[src/rtl/vfv_pkg.sv]
// Shared constants, types and address helper for the voxel face visibility block.
package vfv_pkg;

   localparam int CHUNK_EDGE = 16;
   localparam int CELL_COUNT = CHUNK_EDGE * CHUNK_EDGE * CHUNK_EDGE;
   localparam int ADDR_W     = $clog2(CELL_COUNT);
   localparam int COORD_W    = 4;
   localparam int NB_W       = COORD_W + 1;
   localparam int MASK_W     = 6;
   localparam int PROBE_W    = 3;

   // item function codes
   localparam logic FUNC_WRITE = 1'b0;
   localparam logic FUNC_QUERY = 1'b1;

   // probe sequence of a query: centre cell first, then the six neighbours
   localparam logic [PROBE_W-1:0] PROBE_CENTRE = 3'd0;
   localparam logic [PROBE_W-1:0] PROBE_LEFT   = 3'd1;
   localparam logic [PROBE_W-1:0] PROBE_RIGHT  = 3'd2;
   localparam logic [PROBE_W-1:0] PROBE_BOTTOM = 3'd3;
   localparam logic [PROBE_W-1:0] PROBE_TOP    = 3'd4;
   localparam logic [PROBE_W-1:0] PROBE_BACK   = 3'd5;
   localparam logic [PROBE_W-1:0] PROBE_FRONT  = 3'd6;

   typedef struct packed {
      logic                  load;
      logic                  mem_we;
      logic                  mem_clr;
      logic                  mem_re;
      logic [PROBE_W-1:0]    probe;
      logic [ADDR_W-1:0]     clr_addr;
      logic                  commit;
   } cmd_type;

   typedef struct packed {
      logic out_free;
   } status_type;

   function automatic logic [ADDR_W-1:0] cell_addr(input logic [NB_W-1:0] x,
                                                   input logic [NB_W-1:0] y,
                                                   input logic [NB_W-1:0] z);
      logic [31:0] a;
      a = (32'(x) * 32'(CHUNK_EDGE) + 32'(y)) * 32'(CHUNK_EDGE) + 32'(z);
      return a[ADDR_W-1:0];
   endfunction

endpackage

[src/rtl/vfv_ctrl.sv]
// Sequencer for the voxel face visibility block: clear pass, writes and query probes.
module vfv_ctrl import vfv_pkg::*; (
   input  logic       clock,
   input  logic       reset,
   input  logic       req_valid,
   input  logic       req_func,
   output logic       req_stall,
   input  status_type status,
   output cmd_type    cmd
);

   localparam logic [2:0] ST_CLEAR  = 3'd0;
   localparam logic [2:0] ST_IDLE   = 3'd1;
   localparam logic [2:0] ST_WRITE  = 3'd2;
   localparam logic [2:0] ST_READ   = 3'd3;
   localparam logic [2:0] ST_FINISH = 3'd4;

   localparam logic [ADDR_W-1:0] CLR_LAST = ADDR_W'(CELL_COUNT - 1);

   logic [2:0]         state_ff, state_in;
   logic [PROBE_W-1:0] probe_ff, probe_in;
   logic [ADDR_W-1:0]  clr_ff, clr_in;
   logic               accept;

   assign req_stall = (state_ff != ST_IDLE);
   assign accept    = req_valid && !req_stall;

   always_comb begin
      state_in     = state_ff;
      probe_in     = probe_ff;
      clr_in       = clr_ff;
      cmd          = '0;
      cmd.probe    = probe_ff;
      cmd.clr_addr = clr_ff;
      unique case (state_ff)
         ST_CLEAR: begin
            cmd.mem_clr = 1'b1;
            clr_in      = clr_ff + 1'b1;
            if (clr_ff == CLR_LAST) begin
               state_in = ST_IDLE;
            end
         end
         ST_IDLE: begin
            if (accept) begin
               cmd.load = 1'b1;
               probe_in = PROBE_CENTRE;
               state_in = (req_func == FUNC_QUERY) ? ST_READ : ST_WRITE;
            end
         end
         ST_WRITE: begin
            cmd.mem_we = 1'b1;
            state_in   = ST_FINISH;
         end
         ST_READ: begin
            cmd.mem_re = 1'b1;
            probe_in   = probe_ff + 1'b1;
            if (probe_ff == PROBE_FRONT) begin
               state_in = ST_FINISH;
            end
         end
         ST_FINISH: begin
            // hold until the result register can take the item
            if (status.out_free) begin
               cmd.commit = 1'b1;
               state_in   = ST_IDLE;
            end
         end
         default: begin
            state_in = ST_IDLE;
         end
      endcase
   end

   always_ff @(posedge clock) begin
      if (reset) begin
         state_ff <= ST_CLEAR;
         probe_ff <= PROBE_CENTRE;
         clr_ff   <= '0;
      end else begin
         state_ff <= state_in;
         probe_ff <= probe_in;
         clr_ff   <= clr_in;
      end
   end

endmodule

[config.mk]
export PLATFORM = sky130hd
export DESIGN_NAME = vfv_ctrl
export DESIGN_NICKNAME = d
export VERILOG_FILES = /design/src/rtl/vfv_pkg.sv /design/src/rtl/vfv_ctrl.sv
export SDC_FILE = /design/constraint.sdc
export NUM_CORES = 1
export LEC_CHECK = 0
export ABC_CLOCK_PERIOD_IN_PS = 1800
export BUFFER_PORTS_ARGS = -buffer_cell sky130_fd_sc_hd__buf_2
export CAP_MARGIN = 20
export CORE_ASPECT_RATIO = 1.2
export CORE_MARGIN = 10
export CORE_UTILIZATION = 44
export CTS_CLUSTER_DIAMETER = 120
export CTS_CLUSTER_SIZE = 14
export DETAILED_ROUTE_END_ITERATION = 10
export PLACE_DENSITY = 0.72
export SYNTH_ARGS = -nofsm -noshare
export SYNTH_HDL_FRONTEND = slang
export SYNTH_SLANG_ARGS = --single-unit
[constraint.sdc]
create_clock -name clock -period 1.8 [get_ports clock]
set_input_delay 0.36 -clock clock [delete_from_list [all_inputs] [get_ports clock]]
set_output_delay 0.36 -clock clock [all_outputs]
set_load 0.02 [all_outputs]
==> metrics.md <==
| Metric | Value |
|---|---|
| Number of global-route vias before repair | 851 |
| Count of final setup violators | 0 |
| Multi-input logic area | 499 um^2 |
| Summed negative setup slack over all endpoints | 0 ns |
| Area growth syn-to-layout | 29.0% |
| Type of destination of the critical path | flip-flop |
| Critical Path Most Common Cell | sky130_fd_sc_hd__or3_4 |
| Main synth FF type | sky130_fd_sc_hd__dfxtp_1 |
| Number of buffers inserted during clock tree synthesis | 3 |
| Synthesized netlist cell count | 106 |
| Crit path arrival time | 1.99 ns |
| Post-Route M1 WL | 881 um |
| Wire per inst | 13.2 um |
| Ys Warns | 0 |
| Number of nets in the layout | 150 |
| Syn avg cell area | 8.31 um^2 |
| Die Y-Extent | 69.0 um |
| Setup Crit Path Kind | flip-flop to flip-flop |
| Relative max-transition margin | 70.8% |
| Pre-CTS setup slack | 0.0519 ns |
| Run status | finished, final reports clean |
| Routed vias/inst | 5.48 |
| Met2 wire length | 1040 um |
| Starting Density | 47.1% |
| Number of synthesized flops with an enable pin | 0 |
| Share of synthesized registers carrying an async set or reset | 0% |
| Clk slew on worst S/H paths | 0.10 ns |
| Cell at the slowest stage of the critical path | sky130_fd_sc_hd__or4_1 |
| Die footprint | 4200 um^2 |
| Timing-limited maximum frequency | 0.569 GHz |
| Number of antenna cells inserted | 0 |
| Final Cycle Share | 97.6% |
| HPWL Detailed | 1660 um |
| H-tree depth | 1 |
| CTS tree | done |
| Routed vias | 876 |
| Remaining number of nets flagged by the antenna check after routing | 0 |
| Residual DRC count | 0 |
| Core area | 1870 um^2 |
| DRT Wirelength | 2120 um |
| CP cell instances | or3_4, or3_4, or4_1, a21oi_1 |
| Register area share after synthesis | 40.9% |
| Static Leak | 0.000508 uW |
| Overall Global Routing Usage | 10.7% |
| Highest metal layer used by the detailed router | met4 |
| Synthesized flop and latch total | 18 |
| Final hold violations | 0 |
| Number of post-CTS setup repair buffers | 0 |
| Total grt overflow | 0 |
| Slew at the pin with the worst max-slew slack | 0.433 ns |
| Routed length on met3 | 156 um |
| Clock sinks | 18 |
| Slowest stage delay, CP | 0.50 ns |
| Hold bufs inserted after CTS | 0 |
| First-pass iteration count of the detailed router | 4 |
| Die Span X | 60.8 um |
| Initial antenna violation count | 0 |
| Starting DRC count in detailed routing | 11 |
| RSZ-0062 raised after global routing | false |
| Post-layout worst setup margin | 0.0430 ns |
| Worst-case clock buffer depth | 2 |
| Clock tree root driver cell | sky130_fd_sc_hd__clkbuf_4 |
| Fraction of layout cells with a size suffix above 1 | 30.5% |
| Fin Clk Skew | 0.00337 ns |
| Worst min path class | input port to flip-flop |
| Standard-cell row count | 17 |
| Final max-slew violation count | 0 |
| Number of filler cells placed in the layout | 184 |
| Syn Std Cell Area | 881 um^2 |
| Cell area power density | 1170 nW/um^2 |
| Maximum fanout along the worst path | 3 |
| I/O Pins | 26 |
| Number of unique standard cell types used by synthesis | 28 |
| Port bufs | 25 |
| Peak ir drop on the vdd network | 0.747 mV |
| Max_cap viols | 0 |
| Required time reported for the critical path endpoint | 2.03 ns |
| Placer's final routability congestion estimate | 0.823 |
| Largest net degree at the start of global routing | 20 |
| Setup crit start kind | flip-flop |
| Post-layout min period | 1.76 ns |
| Area taken by flip-flops and latches | 360 um^2 |
| Post-Syn Nets | 114 |
| Source-to-sink clock delay at the later pin of the worst-skew pair | 0.30 ns |
| Wire length of the first global-routing pass | 3640 um |
## cells in the final DEF (no fill, tap or decap), types with 2 or more instances in the layout
cell,n
sky130_fd_sc_hd__buf_2,24
sky130_fd_sc_hd__dfxtp_1,18
sky130_fd_sc_hd__nor2_1,16
sky130_fd_sc_hd__nand2_1,10
sky130_fd_sc_hd__buf_4,9
sky130_fd_sc_hd__nand3_1,6
sky130_fd_sc_hd__xor2_1,6
sky130_fd_sc_hd__a21oi_1,5
sky130_fd_sc_hd__xnor2_1,4
sky130_fd_sc_hd__inv_1,3
sky130_fd_sc_hd__nand4_1,3
sky130_fd_sc_hd__o21ai_0,3
sky130_fd_sc_hd__ha_1,3
sky130_fd_sc_hd__clkbuf_4,3
sky130_fd_sc_hd__or3_4,2
sky130_fd_sc_hd__nand2b_1,2
sky130_fd_sc_hd__nor3_1,2
sky130_fd_sc_hd__and3_1,2
sky130_fd_sc_hd__nor4b_1,2
sky130_fd_sc_hd__nor4_1,2
sky130_fd_sc_hd__nor2b_1,2
sky130_fd_sc_hd__o31ai_1,2
## cells in the mapped netlist (2+ instances only)
| master | n | share of area (%) |
|---|---|---|
| sky130_fd_sc_hd__nand2b_1 | 2 | 1.4 |
| sky130_fd_sc_hd__xor2_1 | 6 | 6.0 |
| sky130_fd_sc_hd__ha_1 | 3 | 4.3 |
| sky130_fd_sc_hd__inv_1 | 4 | 1.7 |
| sky130_fd_sc_hd__nand2_1 | 10 | 4.3 |
| sky130_fd_sc_hd__nor3_1 | 2 | 1.1 |
| sky130_fd_sc_hd__nor2b_1 | 3 | 2.1 |
| sky130_fd_sc_hd__dfxtp_1 | 18 | 41 |
| sky130_fd_sc_hd__nor4_1 | 2 | 1.4 |
| sky130_fd_sc_hd__nor4b_1 | 2 | 2.0 |
| sky130_fd_sc_hd__xnor2_1 | 4 | 4.0 |
| sky130_fd_sc_hd__nor2_1 | 16 | 6.8 |
| sky130_fd_sc_hd__o21ai_0 | 3 | 1.7 |
| sky130_fd_sc_hd__clkbuf_1 | 3 | 1.3 |
| sky130_fd_sc_hd__nand4_1 | 3 | 2.1 |
| sky130_fd_sc_hd__a21oi_1 | 5 | 2.8 |
| sky130_fd_sc_hd__o31ai_1 | 2 | 1.7 |
| sky130_fd_sc_hd__and3_1 | 2 | 1.4 |
| sky130_fd_sc_hd__or3_4 | 2 | 2.6 |
| sky130_fd_sc_hd__nand3_1 | 6 | 3.4 |
## per-stage QoR
step	std cells	total power, uW	instance area (um^2)	utilization [%]	hold WS [ns]
3_3_place_gp	156	1040	1090	58.0	0.478
2_1_floorplan	106	824	881	-	0.560
6_report	160	1330	1140	60.7	0.386
3_5_place_dp	156	1050	1090	58.0	0.492
4_1_cts	160	1320	1120	60.1	0.387
5_1_grt	160	1430	1140	60.7	0.408
## worst max-delay path: cells and delay by family (launching register included)
family,cells,cell delay [ns]
flip-flops,1,0.32
AND/OR/NAND/NOR,3,1.23
AO/OA/AOI/OAI,1,0.14
## sequential cells by signal (all words and copies together), names as in the netlist
| signal | flops |
|---|---|
| clr_ff | 12 |
| probe_ff | 3 |
| state_ff | 3 |
## cell families after synthesis
family / share of synthesized area, %
buffers and inverters: 2.98
xor gates and xnor gates: 9.94
adders and majority gates: 4.26
and+or+nand+nor: 33.1
DFF: 40.9
AOI/OAI and AO/OA: 8.81
## power breakdown
group	internal (uW)	leakage, uW	total (uW)	switching, uW
combinational	272	0.000341	615	343
clock	123	0.0000210	250	127
sequential	442	0.000146	468	25.6
## area by class of cell
type | count | area share, %
multi-input cells | 81 | 43.9
flip-flops and latches | 18 | 31.7
repair buffers | 34 | 17.5
clock buffers | 4 | 3.19
well taps | 19 | 2.09
inverters | 4 | 1.54
## routing by layer
layer / up-vias / track usage (%)
li1: 442 / -
met1: 407 / 11.9
met2: 22 / 16.8
met3: 5 / 3.66
met4: 0 / 5.84
met5: - / 0
## path summary, 6_finish.rpt
kind                             from  slack [ns]                        to  cells past startpoint
min                         req_valid        0.39  state_ff[0]$_SDFFE_PP0P_                      4
max          state_ff[1]$_SDFFE_PP0P_        0.04   clr_ff[11]$_SDFFE_PP0P_                      4
min reg2reg  probe_ff[1]$_SDFFE_PP0P_        0.51  probe_ff[1]$_SDFFE_PP0P_                      2
max reg2reg  state_ff[1]$_SDFFE_PP0P_        0.04   clr_ff[11]$_SDFFE_PP0P_                      4
## repair_timing
action | in CTS | in global routing
pin swaps | 0 | 1
gates resized for setup | 2 | 4
endpoints found under the setup margin | 1 | 4
Note: power is estimated with default switching activity, not from simulation.
